`src/rtl/hc3_pkg.sv`:
```
// Shared types, constants and mod-26 helper functions for the 3x3 Hill cipher.
// No dependencies; used by every module of the block.
`default_nettype none

package hc3_pkg;

  localparam int unsigned LETTER_W = 5;
  localparam int unsigned KEY_ROW_W = 3 * LETTER_W;
  localparam int unsigned MOD_BASE = 26;
  localparam int unsigned MOD_SQ = MOD_BASE * MOD_BASE;
  // floor(2^16 / 26) + 1, exact quotient for every value below 2048
  localparam int unsigned RECIP_MUL = (65536 / MOD_BASE) + 1;

  // Key row reset values: identity matrix
  localparam logic [KEY_ROW_W-1:0] KEY_ROW0_RST = 15'd1;
  localparam logic [KEY_ROW_W-1:0] KEY_ROW1_RST = 15'd32;
  localparam logic [KEY_ROW_W-1:0] KEY_ROW2_RST = 15'd1024;

  // Configuration register indexes
  localparam logic [1:0] REG_KEY_ROW0 = 2'd0;
  localparam logic [1:0] REG_KEY_ROW1 = 2'd1;
  localparam logic [1:0] REG_KEY_ROW2 = 2'd2;

  // Action codes
  localparam logic ACT_ENCRYPT = 1'b0;
  localparam logic ACT_DECRYPT = 1'b1;

  typedef logic [LETTER_W-1:0] letter_t;
  typedef letter_t [2:0] vec_t;        // vec[c]
  typedef vec_t [2:0] mat_t;           // mat[r][c]
  typedef logic [KEY_ROW_W-1:0] key_row_t;

  // Word handed from the inverse-key pipeline to the matrix-vector stage
  typedef struct packed {
    logic    valid;
    logic    singular;
    mat_t    mat;
    vec_t    vec;
  } hc3_mat_word_t;

  // x mod 26 for x < 2048, by reciprocal multiply
  function automatic letter_t mod26(input logic [10:0] x);
    logic [22:0] prod;
    logic [6:0]  q;
    logic [10:0] qm;
    logic [10:0] r;
    prod = 23'(x) * 23'(RECIP_MUL);
    q    = prod[22:16];
    qm   = 11'(q) * 11'(MOD_BASE);
    r    = x - qm;
    return r[LETTER_W-1:0];
  endfunction

  // 5-bit value reduced into 0..25
  function automatic letter_t red26(input letter_t x);
    letter_t r;
    r = (x >= letter_t'(MOD_BASE)) ? x - letter_t'(MOD_BASE) : x;
    return r;
  endfunction

  // (a*b - c*d) mod 26, operands in 0..25
  function automatic letter_t det2(input letter_t a, input letter_t b,
                                   input letter_t c, input letter_t d);
    logic [10:0] s;
    s = 11'(a) * 11'(b) + 11'(MOD_SQ) - 11'(c) * 11'(d);
    return mod26(s);
  endfunction

  // (26 - x) mod 26
  function automatic letter_t neg26(input letter_t x);
    letter_t r;
    r = (x == '0) ? '0 : letter_t'(MOD_BASE) - x;
    return r;
  endfunction

  // Multiplicative inverse mod 26; zero where none exists
  function automatic letter_t inv26(input letter_t x);
    letter_t r;
    unique case (x)
      5'd1:    r = 5'd1;
      5'd3:    r = 5'd9;
      5'd5:    r = 5'd21;
      5'd7:    r = 5'd15;
      5'd9:    r = 5'd3;
      5'd11:   r = 5'd19;
      5'd15:   r = 5'd7;
      5'd17:   r = 5'd23;
      5'd19:   r = 5'd11;
      5'd21:   r = 5'd5;
      5'd23:   r = 5'd17;
      5'd25:   r = 5'd25;
      default: r = 5'd0;
    endcase
    return r;
  endfunction

endpackage

`default_nettype wire

```
`src/rtl/hc3_matvec.sv`:
```
// Final stage: matrix times letter vector mod 26, singular masking,
// registered result ports. Depends on hc3_pkg.
`default_nettype none

module hc3_matvec (
  input  wire                logic clk_i,
  input  wire                logic rst_ni,
  input  wire hc3_pkg::hc3_mat_word_t word_i,
  output                     logic out_valid_o,
  output      hc3_pkg::vec_t         result_o,
  output                     logic singular_o
);
  import hc3_pkg::*;

  logic valid_q;
  vec_t res_q, res_d;
  logic sing_q;

  logic [10:0] row_sum [3];

  // One dot product per row, independent of each other
  always_comb begin
    for (int r = 0; r < 3; r++) begin
      row_sum[r] = 11'(word_i.mat[r][0]) * 11'(word_i.vec[0])
                 + 11'(word_i.mat[r][1]) * 11'(word_i.vec[1])
                 + 11'(word_i.mat[r][2]) * 11'(word_i.vec[2]);
      res_d[r]   = word_i.singular ? '0 : mod26(row_sum[r]);
    end
  end

  always_ff @(posedge clk_i or negedge rst_ni) begin
    if (!rst_ni) begin
      valid_q <= 1'b0;
    end else begin
      valid_q <= word_i.valid;
    end
  end

  always_ff @(posedge clk_i) begin
    res_q  <= res_d;
    sing_q <= word_i.singular;
  end

  assign out_valid_o = valid_q;
  assign result_o    = res_q;
  assign singular_o  = sing_q;

endmodule

`default_nettype wire
```
`config.mk`:
```
export PLATFORM = sky130hd
export DESIGN_NAME = hc3_matvec
export DESIGN_NICKNAME = d
export VERILOG_FILES = /design/src/rtl/hc3_pkg.sv /design/src/rtl/hc3_matvec.sv
export SDC_FILE = /design/constraint.sdc
export NUM_CORES = 1
export LEC_CHECK = 0
export BUFFER_PORTS_ARGS = -buffer_cell sky130_fd_sc_hd__buf_4
export CORE_MARGIN = 5
export CORE_UTILIZATION = 55
export DETAILED_ROUTE_END_ITERATION = 8
export PLACE_DENSITY_LB_ADDON = 0.3
export SLEW_MARGIN = 10
export SYNTH_ARGS = -nofsm -noshare
export SYNTH_HDL_FRONTEND = slang
export SYNTH_SLANG_ARGS = --single-unit
```
`constraint.sdc`:
```
create_clock -name clk_i -period 0.8 [get_ports clk_i]
set_input_delay 0.08 -clock clk_i [delete_from_list [all_inputs] [get_ports clk_i]]
set_output_delay 0.08 -clock clk_i [all_outputs]
set_load 0.02 [all_outputs]
```
==> impl_metrics.env <==
export IMPL_status="finished, violations left"
export IMPL_violations="setup timing"
export IMPL_path_class="input port to register"
export IMPL_final_max_slew_viol_count=0
export IMPL_grtUsageTotal=0.242
export IMPL_async_flop_share=0.0588
export IMPL_grt_pass1_wl_mm=58.0
export IMPL_synth_common_cells="424 x inv_1, 315 x ha_1, 276 x fa_1"
export IMPL_antenna_found_initial=2
export IMPL_synth_warnings=0
export IMPL_cts_tree="yes"
export IMPL_placed_area_mm2=0.0174
export IMPL_drt_pass1_iter_count=5
export IMPL_cts_sinks=17
export IMPL_max_stage_delay_ns=0.62
export IMPL_drcViolationCount=0
export IMPL_final_cell_area_mm2=0.0185
export IMPL_viasPerCell=5.10
export IMPL_multi_input_area_mm2=0.0132
export IMPL_dp_cells=2128
export IMPL_max_slew_margin=0.624
export IMPL_final_cells=2166
export IMPL_arrival_ns=9.88
export IMPL_vias=11000
export IMPL_grt_max_degree=17
export IMPL_synth_compound_area_frac=0.0389
export IMPL_cts_max_level=1
export IMPL_netlist_instances=1506
export IMPL_final_util=0.714
export IMPL_fin_ws_ns=-8.94
export IMPL_synthTopCellsByArea="fa_1 39%, ha_1 27%, inv_1 11%, and2_1 6.9%, xnor2_1 3.8%"
export IMPL_synth_edff_count=0
export IMPL_yosysSeqAreaShare=0.0241
export IMPL_min_period_over_period=12.2
export IMPL_coreArea_mm2=0.0258
export IMPL_area_growth_pct=28.8
export IMPL_hold_viol=0
export IMPL_cp_required_ns=0.94
export IMPL_synthXorXnorAreaFrac=0.0474
export IMPL_io_buffers=80
export IMPL_min_path_type="input port to register"
export IMPL_drt_initial_drc_count=346
export IMPL_clock_tree_buffer_depth=2
export IMPL_setup_tns_ns=-102.55
export IMPL_startpoint="word_i[1]"
export IMPL_place_hpwl_mm=30.2
export IMPL_ys_flop_type="dfxtp_1"
export IMPL_num_io_pins=81
export IMPL_grt_overflow_total=0
export IMPL_ant_nets=0
export IMPL_wl_per_cell_um=16.0
export IMPL_synth_distinct_cells=45
export IMPL_tightest_slew_ns=0.563
export IMPL_synth_most_common_cell="inv_1"
export IMPL_synth_top_family_by_area="adder cells"
export IMPL_worst_setup_path_start_kind="input port"
export IMPL_regArea_um2=358
export IMPL_synth_top_area_share=0.386
export IMPL_grt_pass1_vias=12500
export IMPL_nets=2487
export IMPL_max_cap_violations=0
export IMPL_crit_top_cell="fa_1"
export IMPL_die_h_um=171
export IMPL_finalCriticalPeriod_ns=9.74
export IMPL_yosys_area_share_simple=0.109
export IMPL_cp_end_kind="register"
export IMPL_synthMuxAreaShare=0.00349
export IMPL_avgSynthCellArea_um2=9.52
export IMPL_path_max_fanout=8
export IMPL_rsz0062_at_grt="yes"
export IMPL_wl_mm=34.6
export IMPL_crit_buf_inv=9
export IMPL_cp_slowest_cell="fa_1"
export IMPL_root_buffer="clkbuf_16"
export IMPL_antenna_cells=0
export IMPL_synthesis_nets=2161
export IMPL_fillers=1861
export IMPL_dieArea_mm2=0.0294
export IMPL_min_from="word_i[60]"
export IMPL_clk_pin_slew_ns=0.06
export IMPL_ys_seq_elements=17
export IMPL_cts_buffers=3
export IMPL_yosys_area_share_adder=0.660
export IMPL_start_util=0.555
export IMPL_fmax_mhz=103
export IMPL_synth_top_area_cell="fa_1"
export IMPL_cp_top_family="adder cells"
export IMPL_setup_violations_final=16
export IMPL_drive_gt1_frac=0.274
export IMPL_gp_congestion=0.900
export IMPL_fp_dieW_um=171
export IMPL_num_rows=59
export IMPL_netlist_area_mm2=0.0143
==> path summary, 6_finish.rpt <==
| path | end | depth (start not counted) |
|---|---|---|
| worst min-delay path | singular_o | 1 |
| min in group asynchronous | out_valid_o | 2 |
| max in group asynchronous | out_valid_o | 2 |
| worst max-delay path | result_o[9] | 42 |
==> metal layers <==
layer,global-route usage,share of wire
met4,0.0589,0.030
met3,0.0278,0.037
met2,0.456,0.54
met5,0,0.00078
met1,0.296,0.39
==> state kept, by name (all words and copies together), names as in the netlist <==
signal,count
result_o,15
out_valid_o,1
singular_o,1
==> kinds of logic after synthesis <==
logic type,after synthesis
fa+ha+maj,591
buf+inv,443
simple gates,290
compound gates,84
xor+xnor,76
flops,17
mux,5
==> final cells by class <==
| type | instances | share of cell area |
|---|---|---|
| multi-input combinational | 1046 | 0.716 |
| timing repair buffer | 340 | 0.151 |
| inverter | 424 | 0.0868 |
| tap | 335 | 0.0227 |
| sequential | 17 | 0.0194 |
| clock buffer | 3 | 0.00407 |
| clock inverter | 1 | 0.000271 |
==> stage by stage <==
step	hold slack, ns	worst slack (ns)
finish	0.0806	-8.94
global route	0.0847	-9.34
CTS	0.0855	-8.98
detailed placement	-0.144	-9.38
global placement	-0.145	-9.20
floorplan	-0.216	-9.01
==> timing repair <==
item,in CTS,in global routing
buffers inserted,26,6
hold buffers,2,0
resized for setup,91,63
pin swaps,101,78
hold endpoints to repair,2,0
endpoints found under the setup margin,17,27
gates cloned,0,0
==> layout by cell type (no fill, tap or decap), drive strengths merged, types with 2 or more instances in the layout <==
| cell | instances |
|---|---|
| nand4 | 2 |
| a21o | 21 |
| o22ai | 2 |
| nand3 | 2 |
| dlygate4sd3 | 2 |
| o21bai | 7 |
| fa | 276 |
| ha | 315 |
| and2 | 159 |
| nand2b | 3 |
| nand2 | 72 |
| dfxtp | 16 |
| o21ai | 9 |
| a31oi | 2 |
| buf | 338 |
| clkbuf | 3 |
| a21oi | 27 |
| a211oi | 4 |
| a2111oi | 2 |
| mux2i | 5 |
| inv | 424 |
| o21a | 2 |
| nor2b | 6 |
| nor3 | 5 |
| and3 | 2 |
| xnor2 | 62 |
| or2 | 2 |
| a221o | 2 |
| xor2 | 13 |
| nor2 | 30 |
Power is left out: the tool's default activity adds up to more than one toggle a clock period on the data nets, which glitch-free logic cannot reach.
