**config.mk**
```make
export PLATFORM = sky130hd
export DESIGN_NAME = hc3_cfg_regs
export DESIGN_NICKNAME = d
export VERILOG_FILES = /design/src/rtl/hc3_pkg.sv /design/src/rtl/hc3_cfg_regs.sv
export SDC_FILE = /design/constraint.sdc
export NUM_CORES = 1
export LEC_CHECK = 0
export ABC_CLOCK_PERIOD_IN_PS = 1800
export BUFFER_PORTS_ARGS = -buffer_cell sky130_fd_sc_hd__buf_2
export CAP_MARGIN = 40
export CORE_UTILIZATION = 53
export CTS_CLUSTER_DIAMETER = 50
export DETAILED_ROUTE_END_ITERATION = 8
export GPL_ROUTABILITY_DRIVEN = 0
export MAX_ROUTING_LAYER = met4
export PLACE_DENSITY = 0.8
export SYNTH_ARGS = -nofsm -noshare
export SYNTH_HDL_FRONTEND = slang
export SYNTH_SLANG_ARGS = --single-unit
```
**constraint.sdc**
```tcl
create_clock -name clk_i -period 1.8 [get_ports clk_i]
set_clock_uncertainty 0.15 [all_clocks]
set_input_delay 0.45 -clock clk_i [delete_from_list [all_inputs] [get_ports clk_i]]
set_output_delay 0.45 -clock clk_i [all_outputs]
set_load 0.01 [all_outputs]
```
**src/rtl/hc3_pkg.sv**
```systemverilog
// Shared types, constants and mod-26 helper functions for the 3x3 Hill cipher.
// No dependencies; used by every module of the block.
`default_nettype none

package hc3_pkg;

  localparam int unsigned LETTER_W = 5;
  localparam int unsigned KEY_ROW_W = 3 * LETTER_W;
  localparam int unsigned MOD_BASE = 26;
  localparam int unsigned MOD_SQ = MOD_BASE * MOD_BASE;
  // floor(2^16 / 26) + 1, exact quotient for every value below 2048
  localparam int unsigned RECIP_MUL = (65536 / MOD_BASE) + 1;

  // Key row reset values: identity matrix
  localparam logic [KEY_ROW_W-1:0] KEY_ROW0_RST = 15'd1;
  localparam logic [KEY_ROW_W-1:0] KEY_ROW1_RST = 15'd32;
  localparam logic [KEY_ROW_W-1:0] KEY_ROW2_RST = 15'd1024;

  // Configuration register indexes
  localparam logic [1:0] REG_KEY_ROW0 = 2'd0;
  localparam logic [1:0] REG_KEY_ROW1 = 2'd1;
  localparam logic [1:0] REG_KEY_ROW2 = 2'd2;

  // Action codes
  localparam logic ACT_ENCRYPT = 1'b0;
  localparam logic ACT_DECRYPT = 1'b1;

  typedef logic [LETTER_W-1:0] letter_t;
  typedef letter_t [2:0] vec_t;        // vec[c]
  typedef vec_t [2:0] mat_t;           // mat[r][c]
  typedef logic [KEY_ROW_W-1:0] key_row_t;

  // Word handed from the inverse-key pipeline to the matrix-vector stage
  typedef struct packed {
    logic    valid;
    logic    singular;
    mat_t    mat;
    vec_t    vec;
  } hc3_mat_word_t;

  // x mod 26 for x < 2048, by reciprocal multiply
  function automatic letter_t mod26(input logic [10:0] x);
    logic [22:0] prod;
    logic [6:0]  q;
    logic [10:0] qm;
    logic [10:0] r;
    prod = 23'(x) * 23'(RECIP_MUL);
    q    = prod[22:16];
    qm   = 11'(q) * 11'(MOD_BASE);
    r    = x - qm;
    return r[LETTER_W-1:0];
  endfunction

  // 5-bit value reduced into 0..25
  function automatic letter_t red26(input letter_t x);
    letter_t r;
    r = (x >= letter_t'(MOD_BASE)) ? x - letter_t'(MOD_BASE) : x;
    return r;
  endfunction

  // (a*b - c*d) mod 26, operands in 0..25
  function automatic letter_t det2(input letter_t a, input letter_t b,
                                   input letter_t c, input letter_t d);
    logic [10:0] s;
    s = 11'(a) * 11'(b) + 11'(MOD_SQ) - 11'(c) * 11'(d);
    return mod26(s);
  endfunction

  // (26 - x) mod 26
  function automatic letter_t neg26(input letter_t x);
    letter_t r;
    r = (x == '0) ? '0 : letter_t'(MOD_BASE) - x;
    return r;
  endfunction

  // Multiplicative inverse mod 26; zero where none exists
  function automatic letter_t inv26(input letter_t x);
    letter_t r;
    unique case (x)
      5'd1:    r = 5'd1;
      5'd3:    r = 5'd9;
      5'd5:    r = 5'd21;
      5'd7:    r = 5'd15;
      5'd9:    r = 5'd3;
      5'd11:   r = 5'd19;
      5'd15:   r = 5'd7;
      5'd17:   r = 5'd23;
      5'd19:   r = 5'd11;
      5'd21:   r = 5'd5;
      5'd23:   r = 5'd17;
      5'd25:   r = 5'd25;
      default: r = 5'd0;
    endcase
    return r;
  endfunction

endpackage

`default_nettype wire

```
**src/rtl/hc3_cfg_regs.sv**
```systemverilog
// Key configuration registers with the key matrix reduced mod 26.
// Depends on hc3_pkg.
`default_nettype none

module hc3_cfg_regs (
  input  wire                logic clk_i,
  input  wire                logic rst_ni,
  input  wire                logic cfg_valid_i,
  output                     logic cfg_ready_o,
  input  wire                logic [1:0] cfg_index_i,
  input  wire hc3_pkg::key_row_t     cfg_data_i,
  output      hc3_pkg::mat_t         key_o
);
  import hc3_pkg::*;

  key_row_t row0_q, row0_d;
  key_row_t row1_q, row1_d;
  key_row_t row2_q, row2_d;

  // Writes are always taken
  assign cfg_ready_o = 1'b1;

  // Register write decode; index 3 is ignored
  always_comb begin
    row0_d = row0_q;
    row1_d = row1_q;
    row2_d = row2_q;
    if (cfg_valid_i) begin
      unique case (cfg_index_i)
        REG_KEY_ROW0: row0_d = cfg_data_i;
        REG_KEY_ROW1: row1_d = cfg_data_i;
        REG_KEY_ROW2: row2_d = cfg_data_i;
        default: ;
      endcase
    end
  end

  always_ff @(posedge clk_i or negedge rst_ni) begin
    if (!rst_ni) begin
      row0_q <= KEY_ROW0_RST;
      row1_q <= KEY_ROW1_RST;
      row2_q <= KEY_ROW2_RST;
    end else begin
      row0_q <= row0_d;
      row1_q <= row1_d;
      row2_q <= row2_d;
    end
  end

  // Unpack entries, column 0 in the low bits, and fold 26..31 down
  always_comb begin
    for (int c = 0; c < 3; c++) begin
      key_o[0][c] = red26(row0_q[c*LETTER_W +: LETTER_W]);
      key_o[1][c] = red26(row1_q[c*LETTER_W +: LETTER_W]);
      key_o[2][c] = red26(row2_q[c*LETTER_W +: LETTER_W]);
    end
  end

endmodule

`default_nettype wire

```
==> metrics <==
status=finished, violations left; violated checks=negative setup slack; sequential element share of the synthesized area=between 40 and 50%; Mapped Area=roughly 2600 um^2; post-layout util=77.2%; synth warn=0; Hold Path Depth=3; crit path DAT=approximately 1500 ps; initial DRC count=around 120; Root Buffer=clkbuf_8; Seq cells post-synth=45; Syn Area/Cell=about 11 um^2; RSZ-0062 raised after global routing=true; I/O pin total=between 60 and 70; placeable core area=between 4000 and 5000 um^2; number of enable flip-flop cells after synthesis=0; GRT Resource Usage Total=approximately a quarter; WHS=258 ps; clock buffer depth=2; switching share of power=between 30% and 40%; global route overflow=0; synthesis-to-layout area growth=41.1%; initial antenna violation count=0; worst setup margin=-273 ps; multi-input logic area=between 1500 and 2000 um^2; Comb pwr share=43.5%; Reg area=~1100 um^2; via count=approximately 2200; drt first pass iters=4; top-count cell post-synth=dfrtp_1; Chip Height=71.9 um; fmax=between 400 and 500 MHz; DP HPWL=3750 um; hold wc startpoint=cfg_data_i[7]; Setup crit end kind=primary output; layout cell share with drive strength beyond 1=about two thirds; Clock power frac=around 22%; Residual DRC=0; maxcap violations=0; largest net degree at the start of global routing=46; maximum VDD drop=about 0.0008 V; first-pass GRT wire length=about 9500 um; Leakage=around 1.7 nW; total CTS buffers=5; Top FF cell, synth=dfrtp_1; critical setup path kind=reg2out; Ant. Diodes=0; Port Buf Inserts=between 60 and 70; Int Power=approximately 2.7 mW; Pwr Density=1120 nW/um^2; path type of the worst min-delay path=in2reg; R2R depth=3; # rows=25; R2R Setup Slk=between 600 and 700 ps; Yosys top cell area share=40.6%; Post-Synthesis Cells=240; WP data required=approximately 1200 ps; die area=~5200 um^2; Max FO, Critical Path=4; final cycle utilization of the critical path=115%; fraction of registers with async set/reset=between 90% and 100%; Worst-Skew Late Latency=~290 ps; Yosys top cell by area=dfrtp_1; design area=~3600 um^2; synth unique cells=20; Synth area leaders=dfrtp_1, mux2_2, o21a_1; WHS Endpoint=row0_q[7]; placed cell area=between 2000 and 3000 um^2; CTS sink cnt=45; ANT nets after route=0; Starting Density=54.8%; H-tree Lvls=2; Critical Path Source Type=register; fill cell count=between 200 and 300; vias in the first global route=a little over 2000; Final Hold Fails=0; Tmin final=between 2000 and 2500 ps; Synthesized Nets=~270; CTS tree=yes; final-stage net count=about 370; CTS clk-pin slew, worst paths=roughly 80 ps; Net Switching=about 1.4 mW; Reg-to-Reg End=row2_q[2]; post-detailed-route wirelength per cell=14.8 um; sequential share of power=between 30% and 40%; Via density=around 5.4; Commonest cells post-synth=dfrtp_1, mux2_2, inv_1; reg2reg start=row2_q[2]; Total Wirelength=around 6000 um; final setup vio count=36; DP Worst Slack=23.4 ps; Final Max Slew Viols=0; Die X=between 70 and 80 um
[through the flow]
| stage | total power [mW] | setup TNS (ps) | instances |
|---|---|---|---|
| after global placement | 2.60 | 0 | 370 |
| after floorplan | 2.20 | 0 | 240 |
| final | 4.08 | -4710 | 407 |
| after CTS | 3.98 | -4340 | 402 |
| after detailed placement | 2.64 | 0 | 370 |
| after global routing | 4.31 | -7210 | 407 |
[per-layer routing]
metal	global-route usage (%)	up-vias	routed length, um
met2	42.1	55	3110
li1	-	1050	-
met4	8.71	0	133
met5	-	-	0
met3	3.66	12	184
met1	29.9	1062	2600
[critical path, stage by stage (launching register included)]
cell	delay [ps]
dfrtp_1	400
inv_2	70
ha_4	180
o21a_1	130
o32ai_2	220
buf_2	180
[state kept, by name (all words and copies together), names as in the netlist]
signal,cells
row0_q,15
row1_q,15
row2_q,15
[cell type report]
type,instances,area share [%]
multi-input combinational,154,41.2
sequential,45,31.0
timing repair buffer,106,19.1
inverter,27,2.78
tap,67,2.30
clock buffer,5,1.89
clock inverter,3,1.78
[how the worst max path moves through the flow]
stage / from / end / slack [ps]
after CTS: row0_q[11] / key_o[12] / -230
after global placement: row2_q[12] / key_o[44] / 40
final: row1_q[2] / key_o[17] / -270
after floorplan: row1_q[1] / key_o[17] / 80
after detailed placement: row1_q[2] / key_o[19] / 20
after global routing: row1_q[2] / key_o[17] / -320
[power groups by stage]
stage	clock [mW]	sequential, mW	combinational, mW
5_1_grt	0.941	1.45	1.92
2_1_floorplan	0	1.38	0.821
4_1_cts	0.900	1.41	1.68
6_report	0.884	1.42	1.77
3_3_place_gp	0	1.40	1.20
3_5_place_dp	0	1.41	1.24
[cells by family after synthesis]
| family | count (synthesis) | share of synthesized area, % |
|---|---|---|
| buffers and inverters | 41 | 8.32 |
| AOI/OAI and AO/OA | 60 | 16.4 |
| muxes | 39 | 17.0 |
| and+or+nand+nor | 45 | 10.1 |
| DFF | 45 | 43.7 |
| other | 1 | 0.145 |
| adders and majority gates | 9 | 4.35 |
[timing repair]
item | in CTS | in global routing
gates resized for setup | 93 | 11
setup buffers | 25 | 6
setup endpoints to repair | 36 | 36
hold buffers | 1 | 0
endpoints found under the hold margin | 42 | 0
pin swaps | 40 | 9
[placed cells by master (no fill, tap or decap), types with 3 or more instances in the layout]
cell type	instances
a21boi_1	5
a21boi_2	4
and2_1	9
buf_2	64
buf_4	30
buf_6	9
clkbuf_8	5
dfrtp_1	42
dfstp_2	3
ha_4	9
inv_2	26
mux2_2	39
nand2_1	15
nand4_1	9
nor2_2	7
o211ai_1	9
o21a_1	18
o21ai_0	6
o21ai_2	8
o32ai_2	9
Note: power is estimated with default switching activity, not from simulation.
