File: config.mk
export PLATFORM = sky130hd
export DESIGN_NAME = hc3_inv_pipe
export DESIGN_NICKNAME = d
export VERILOG_FILES = /design/src/rtl/hc3_pkg.sv /design/src/rtl/hc3_inv_pipe.sv
export SDC_FILE = /design/constraint.sdc
export NUM_CORES = 2
export LEC_CHECK = 0
export ABC_AREA = 1
export BUFFER_PORTS_ARGS = -buffer_cell sky130_fd_sc_hd__buf_2
export CAP_MARGIN = 25
export CORE_UTILIZATION = 40
export CTS_BUF_LIST = sky130_fd_sc_hd__clkbuf_8
export CTS_CLUSTER_DIAMETER = 120
export DETAILED_ROUTE_END_ITERATION = 10
export SLEW_MARGIN = 10
export SYNTH_ARGS = -nofsm -noshare
export SYNTH_HDL_FRONTEND = slang
export SYNTH_SLANG_ARGS = --single-unit
File: constraint.sdc
create_clock -name clk_i -period 13.8 [get_ports clk_i]
set_clock_uncertainty 0.1 [all_clocks]
set_input_delay 2.76 -clock clk_i [delete_from_list [all_inputs] [get_ports clk_i]]
set_output_delay 2.76 -clock clk_i [all_outputs]
set_load 0.005 [all_outputs]
File: src/rtl/hc3_pkg.sv
// Shared types, constants and mod-26 helper functions for the 3x3 Hill cipher.
// No dependencies; used by every module of the block.
`default_nettype none

package hc3_pkg;

  localparam int unsigned LETTER_W = 5;
  localparam int unsigned KEY_ROW_W = 3 * LETTER_W;
  localparam int unsigned MOD_BASE = 26;
  localparam int unsigned MOD_SQ = MOD_BASE * MOD_BASE;
  // floor(2^16 / 26) + 1, exact quotient for every value below 2048
  localparam int unsigned RECIP_MUL = (65536 / MOD_BASE) + 1;

  // Key row reset values: identity matrix
  localparam logic [KEY_ROW_W-1:0] KEY_ROW0_RST = 15'd1;
  localparam logic [KEY_ROW_W-1:0] KEY_ROW1_RST = 15'd32;
  localparam logic [KEY_ROW_W-1:0] KEY_ROW2_RST = 15'd1024;

  // Configuration register indexes
  localparam logic [1:0] REG_KEY_ROW0 = 2'd0;
  localparam logic [1:0] REG_KEY_ROW1 = 2'd1;
  localparam logic [1:0] REG_KEY_ROW2 = 2'd2;

  // Action codes
  localparam logic ACT_ENCRYPT = 1'b0;
  localparam logic ACT_DECRYPT = 1'b1;

  typedef logic [LETTER_W-1:0] letter_t;
  typedef letter_t [2:0] vec_t;        // vec[c]
  typedef vec_t [2:0] mat_t;           // mat[r][c]
  typedef logic [KEY_ROW_W-1:0] key_row_t;

  // Word handed from the inverse-key pipeline to the matrix-vector stage
  typedef struct packed {
    logic    valid;
    logic    singular;
    mat_t    mat;
    vec_t    vec;
  } hc3_mat_word_t;

  // x mod 26 for x < 2048, by reciprocal multiply
  function automatic letter_t mod26(input logic [10:0] x);
    logic [22:0] prod;
    logic [6:0]  q;
    logic [10:0] qm;
    logic [10:0] r;
    prod = 23'(x) * 23'(RECIP_MUL);
    q    = prod[22:16];
    qm   = 11'(q) * 11'(MOD_BASE);
    r    = x - qm;
    return r[LETTER_W-1:0];
  endfunction

  // 5-bit value reduced into 0..25
  function automatic letter_t red26(input letter_t x);
    letter_t r;
    r = (x >= letter_t'(MOD_BASE)) ? x - letter_t'(MOD_BASE) : x;
    return r;
  endfunction

  // (a*b - c*d) mod 26, operands in 0..25
  function automatic letter_t det2(input letter_t a, input letter_t b,
                                   input letter_t c, input letter_t d);
    logic [10:0] s;
    s = 11'(a) * 11'(b) + 11'(MOD_SQ) - 11'(c) * 11'(d);
    return mod26(s);
  endfunction

  // (26 - x) mod 26
  function automatic letter_t neg26(input letter_t x);
    letter_t r;
    r = (x == '0) ? '0 : letter_t'(MOD_BASE) - x;
    return r;
  endfunction

  // Multiplicative inverse mod 26; zero where none exists
  function automatic letter_t inv26(input letter_t x);
    letter_t r;
    unique case (x)
      5'd1:    r = 5'd1;
      5'd3:    r = 5'd9;
      5'd5:    r = 5'd21;
      5'd7:    r = 5'd15;
      5'd9:    r = 5'd3;
      5'd11:   r = 5'd19;
      5'd15:   r = 5'd7;
      5'd17:   r = 5'd23;
      5'd19:   r = 5'd11;
      5'd21:   r = 5'd5;
      5'd23:   r = 5'd17;
      5'd25:   r = 5'd25;
      default: r = 5'd0;
    endcase
    return r;
  endfunction

endpackage

`default_nettype wire

File: src/rtl/hc3_inv_pipe.sv
// Three-stage front pipeline: letter reduction, adjugate, determinant inverse,
// and selection of the key or inverse key per word. Depends on hc3_pkg.
`default_nettype none

module hc3_inv_pipe (
  input  wire                logic clk_i,
  input  wire                logic rst_ni,
  input  wire                logic in_valid_i,
  input  wire                logic action_i,
  input  wire hc3_pkg::vec_t         letters_i,
  input  wire hc3_pkg::mat_t         key_i,
  output      hc3_pkg::hc3_mat_word_t word_o
);
  import hc3_pkg::*;

  // Stage 1: reduced letters and adjugate
  logic  s1_valid_q;
  logic  s1_act_q;
  vec_t  s1_vec_q, s1_vec_d;
  mat_t  s1_adj_q, s1_adj_d;

  // Stage 2: determinant inverse
  logic    s2_valid_q;
  logic    s2_act_q;
  vec_t    s2_vec_q;
  mat_t    s2_adj_q;
  letter_t s2_dinv_q, s2_dinv_d;

  // Stage 3: chosen matrix
  hc3_mat_word_t s3_q, s3_d;

  logic [10:0] det_sum;

  // Stage 1 logic: the user must keep the key stable while any word is in flight; the block does not enforce it
  always_comb begin
    for (int c = 0; c < 3; c++) begin
      s1_vec_d[c] = red26(letters_i[c]);
    end
    s1_adj_d[0][0] = det2(key_i[1][1], key_i[2][2], key_i[1][2], key_i[2][1]);
    s1_adj_d[0][1] = neg26(det2(key_i[0][1], key_i[2][2], key_i[0][2], key_i[2][1]));
    s1_adj_d[0][2] = det2(key_i[0][1], key_i[1][2], key_i[0][2], key_i[1][1]);
    s1_adj_d[1][0] = neg26(det2(key_i[1][0], key_i[2][2], key_i[1][2], key_i[2][0]));
    s1_adj_d[1][1] = det2(key_i[0][0], key_i[2][2], key_i[0][2], key_i[2][0]);
    s1_adj_d[1][2] = neg26(det2(key_i[0][0], key_i[1][2], key_i[0][2], key_i[1][0]));
    s1_adj_d[2][0] = det2(key_i[1][0], key_i[2][1], key_i[1][1], key_i[2][0]);
    s1_adj_d[2][1] = neg26(det2(key_i[0][0], key_i[2][1], key_i[0][1], key_i[2][0]));
    s1_adj_d[2][2] = det2(key_i[0][0], key_i[1][1], key_i[0][1], key_i[1][0]);
  end

  // Stage 2 logic: determinant by first-row expansion, then its inverse
  always_comb begin
    det_sum = 11'(key_i[0][0]) * 11'(s1_adj_q[0][0])
            + 11'(key_i[0][1]) * 11'(s1_adj_q[1][0])
            + 11'(key_i[0][2]) * 11'(s1_adj_q[2][0]);
    s2_dinv_d = inv26(mod26(det_sum));
  end

  // Stage 3 logic: key for encrypt, adjugate scaled by the inverse for decrypt
  always_comb begin
    s3_d.valid    = s2_valid_q;
    s3_d.singular = (s2_act_q == ACT_DECRYPT) && (s2_dinv_q == '0);
    s3_d.vec      = s2_vec_q;
    for (int r = 0; r < 3; r++) begin
      for (int c = 0; c < 3; c++) begin
        if (s2_act_q == ACT_DECRYPT) begin
          s3_d.mat[r][c] = mod26(11'(s2_adj_q[r][c]) * 11'(s2_dinv_q));
        end else begin
          s3_d.mat[r][c] = key_i[r][c];
        end
      end
    end
  end

  // Valid bits, and the whole stage 3 word
  always_ff @(posedge clk_i or negedge rst_ni) begin
    if (!rst_ni) begin
      s1_valid_q  <= 1'b0;
      s2_valid_q  <= 1'b0;
      s3_q        <= '0;
    end else begin
      s1_valid_q  <= in_valid_i;
      s2_valid_q  <= s1_valid_q;
      s3_q        <= s3_d;
    end
  end

  // Payload registers
  always_ff @(posedge clk_i) begin
    s1_act_q      <= action_i;
    s1_vec_q      <= s1_vec_d;
    s1_adj_q      <= s1_adj_d;
    s2_act_q      <= s1_act_q;
    s2_vec_q      <= s1_vec_q;
    s2_adj_q      <= s1_adj_q;
    s2_dinv_q     <= s2_dinv_d;
  end

  assign word_o = s3_q;

endmodule

`default_nettype wire

==> results by stage <==
Final layout:
- Relative to the synthesized area, the layout overhead comes to 5.54%.
- After the flow finishes, the layout carries non-filler instances totaling between 10,000 and 15,000.
- The post-route cell area is 79,200 um2.
- For this run, the post-layout net count is approximately 12,000.
- The proportion of layout cells with a drive suffix above 1 is 3.24%.
- The filler cell count is 18,800.
- For this run, the share of the core covered by cells in the final layout is 42.6%.

Global route:
- The global-route congestion overflow total is 0.
- The via count of the first global-routing pass came to 58,400.
- The number of antenna violations at the first check in global routing was 23.
- Across every metal layer, demand over resource in global routing totals 19.7%.
- The first global-routing pass estimated between 300 and 400 mm of wire.
- Entering global routing, the biggest net connects 72 pins.

CTS:
- The tree built by TritonCTS fans out to about 190 sinks.
- The H-tree was split into 4 levels.
- The number of hold buffers added after CTS was 0.
- The clock transition at the registers of the reported paths is 0.14 ns.
- The number of clock buffers inserted by TritonCTS is 17.
- The clock tree from TritonCTS is built.
- The buffer depth of the longest clock path is 2.
- In this run the post-CTS setup repair buffer count came out at 0.
- Clock latency on the worst-skew pair, taken at its later pin, is approximately 0.66 ns.
- Clock tree synthesis selected as its root buffer the cell sky130_fd_sc_hd__clkbuf_8.
- In this run, post-CTS repair resized a total of 0 instances.

Synthesis:
- The most area-hungry cell type in the Yosys netlist is sky130_fd_sc_hd__fa_1.
- When the netlist entered floorplanning its net count stood at 12,300.
- Synthesis inferred 191 register bits.
- The share of flip-flops with an asynchronous set or reset after synthesis is ~34%.
- The most common cell in the synthesized netlist is sky130_fd_sc_hd__inv_1.
- The sequential-to-total area share from yosys stat is 5.52%.
- The synthesis warning total is 0.
- By count the netlist is led by sky130_fd_sc_hd__inv_1 (3,150), sky130_fd_sc_hd__ha_1 (1,715), sky130_fd_sc_hd__nand2_1 (1,605).
- In this run the biggest area consumer among cell types represents 29.6% of the synthesized area.
- After technology mapping, the gate count stands at ~9,400.
- The synthesized design contains 0 enable-type register cells.
- Each instance of the synthesized netlist takes up on average 8.02 um2.
- The count of cell types in the netlist is 50.
- For this run, the leading register cell type out of synthesis is sky130_fd_sc_hd__dfxtp_1.
- By area the synthesized netlist is led by sky130_fd_sc_hd__fa_1 (30%), sky130_fd_sc_hd__ha_1 (29%), sky130_fd_sc_hd__inv_1 (16%).
- The post-synthesis cell area is 75,000 um2.

Timing:
- The final-report hold violation count is 0.
- Setup repair after global routing left no endpoint under its margin.
- The total count of max-transition violations in the final report is 0.
- For the pin with the worst max-slew slack, the measured transition is 1.08 ns.
- The headroom to the max-slew limit is 27.2%.
- The shortest period the worst path allows is 12.91 ns.
- Setup violations remaining at the end of the flow were counted as 0.
- The maximum achievable frequency is 0.0774 GHz.
- Adding up every negative setup slack in the final design gives 0 ns.
- The final worst-path cycle share is between 90 and 100%.

Drt:
- The initial detailed-routing violation count is around 2,600.
- The highest layer used for signal routing is met5.
- After detailed routing, the number of vias per cell comes to 4.68.
- In the final routed layout, each cell accounts on average for 15.1 um.
- The detailed route wirelength on metal2 is 87.6 mm.
- The pre-antenna-repair detailed-routing pass consisted of 5 iterations.
- The number of nets with antenna violations after detailed routing is 0.
- The routed design uses 6.05 mm of met3 wire.
- The detailed router put a total of 82.2 mm of wire on met1.
- The final routed DRC violation total is 0.
- The sum of routed wire length over all layers is roughly 180 mm.
- For this block, the via count after detailed routing is 55,900.

Critical path:
- For the worst setup path, the data required time is ~14 ns.
- In this run the worst path has a maximum fanout of 16.
- STA puts the critical path data arrival time at 13.40 ns.
- The critical path class is input pin to flop.
- The worst setup path is launched from an input pin.
- The cell with the most instances on the worst path is sky130_fd_sc_hd__fa_1.
- In this design, the stage delay of the slowest critical-path cell is about 0.56 ns.
- STA classifies the critical path endpoint as a flop.
- The slowest stage of the critical path belongs to the cell sky130_fd_sc_hd__fa_1.

Die:
- about 130 I/O pins were placed.
- The effective utilization at floorplan is 40.4%.
- The core region area is 186,000 um2.
- The horizontal die dimension is 435 um.
- The die covers 189,000 um2.
- The floorplan row count is between 150 and 200.
- The height of the chip is 435 um.

Placement:
- Buffers placed on the I/O ports in this run total 125.
- Summed over all nets, the half-perimeter wirelength after detailed placement is approximately 160 mm.
- The congestion estimate from routability-driven global placement came to 0.892.
- The placed instance count is 11,900.
- Once placement finished, the instance area stood at 78,700 um2.

Status:
- The flow ran to the end, and the final reports show no timing, DRC or antenna violations.

Min path:
- The classification of the worst-slack hold path is flop to flop.

Run:
- Across the run, the number of max-cap violations was 0.
[state kept, by name, summed over array words and instances (netlist names), 5 cells and up]
register	cells
s2_dinv_q	5
s1_adj_q	45
s1_vec_q	15
word_o	62
s2_vec_q	15
s2_adj_q	45
[worst paths after layout]
kind                       cells after the start          from            to  slack, ns
max                                           47      key_i[1]  s1_adj_q[24]       0.89
min                                            0  s1_adj_q[21]  s2_adj_q[21]       0.23
max reg2reg                                   48   s1_adj_q[4]  s2_dinv_q[2]       2.79
min reg2reg                                    0  s1_adj_q[21]  s2_adj_q[21]       0.23
max in group asynchronous                      2        rst_ni    word_o[47]      10.69
min in group asynchronous                      1        rst_ni     word_o[2]       1.94
[metal layers]
layer / track usage (%) / vias up
li1: - / 27900
met1: 25.9 / 27000
met2: 34.4 / 821
met3: 1.57 / 170
met4: 5.76 / 6
met5: 0 / -
[cell type report]
| cell class | count | area [um2] | area share (%) |
|---|---|---|---|
| flip-flops and latches | 191 | 4150 | 5.24 |
| inverters | 3157 | 11900 | 15.0 |
| well taps | 2480 | 3100 | 3.92 |
| repair buffers | 190 | 1120 | 1.41 |
| clock buffers | 17 | 234 | 0.295 |
| multi-input cells | 5874 | 58500 | 73.9 |
| diodes | 17 | 42.5 | 0.0537 |
| clock inverters | 15 | 193 | 0.243 |
[kinds of logic (layout without fill, tap and decap cells)]
| group | Yosys count | after routing | share of synthesized area (%) |
|---|---|---|---|
| AOI/OAI and AO/OA | 637 | 637 | 4.77 |
| other | 0 | 17 | 0 |
| buffers and inverters | 3297 | 3379 | 16.5 |
| xor gates and xnor gates | 257 | 257 | 3.07 |
| adders and majority gates | 2825 | 2825 | 58.2 |
| DFF | 191 | 191 | 5.52 |
| and+or+nand+nor | 2155 | 2155 | 11.9 |
[cell usage in the layout, fill, tap and decap left out, types with 4 or more instances in the layout]
cell type	n
sky130_fd_sc_hd__nand4_1	46
sky130_fd_sc_hd__nand3_1	239
sky130_fd_sc_hd__nand3_2	4
sky130_fd_sc_hd__nand2_1	1605
sky130_fd_sc_hd__inv_6	4
sky130_fd_sc_hd__o21ai_1	6
sky130_fd_sc_hd__nand3b_1	37
sky130_fd_sc_hd__a21boi_0	9
sky130_fd_sc_hd__inv_1	3151
sky130_fd_sc_hd__a21oi_1	332
sky130_fd_sc_hd__nor3_1	29
sky130_fd_sc_hd__dfxtp_1	122
sky130_fd_sc_hd__o211ai_1	10
sky130_fd_sc_hd__nor4_1	19
sky130_fd_sc_hd__clkbuf_8	17
sky130_fd_sc_hd__a21o_1	23
sky130_fd_sc_hd__a211oi_1	9
sky130_fd_sc_hd__o22ai_1	4
sky130_fd_sc_hd__fa_1	1110
sky130_fd_sc_hd__ha_1	1715
sky130_fd_sc_hd__a31o_2	8
sky130_fd_sc_hd__o21ai_0	146
sky130_fd_sc_hd__o21ai_2	4
sky130_fd_sc_hd__nand2_2	21
sky130_fd_sc_hd__or2_2	14
sky130_fd_sc_hd__a31oi_1	17
sky130_fd_sc_hd__inv_2	7
sky130_fd_sc_hd__dfxtp_2	5
sky130_fd_sc_hd__nor2_1	124
sky130_fd_sc_hd__dfrtp_1	64
sky130_fd_sc_hd__clkinv_8	5
sky130_fd_sc_hd__o21bai_1	55
sky130_fd_sc_hd__o21a_1	5
sky130_fd_sc_hd__nand2_4	9
sky130_fd_sc_hd__xnor2_1	101
sky130_fd_sc_hd__buf_4	66
sky130_fd_sc_hd__xor2_1	151
sky130_fd_sc_hd__buf_2	124
sky130_fd_sc_hd__diode_2	17
[worst max-delay path: cells and delay by family]
family / cells / cell delay, ns
adder cells (fa/ha/maj): 14 / 5.90
AO/OA/AOI/OAI: 9 / 1.49
buffers and inverters: 10 / 1.30
XOR/XNOR: 4 / 0.97
AND/OR/NAND/NOR: 10 / 0.91
[metrics by stage]
| step | hold slack, ns | worst slack (ns) |
|---|---|---|
| 6_report | 0.230 | 0.885 |
| 5_1_grt | 0.236 | 0.238 |
| 4_1_cts | 0.230 | 1.02 |
| 3_5_place_dp | 0.212 | 0.313 |
| 3_3_place_gp | 0.210 | 0.382 |
| 2_1_floorplan | 0.210 | 0.626 |
Power is left out: the tool's default activity adds up to more than one toggle a clock period on the data nets, which glitch-free logic cannot reach.
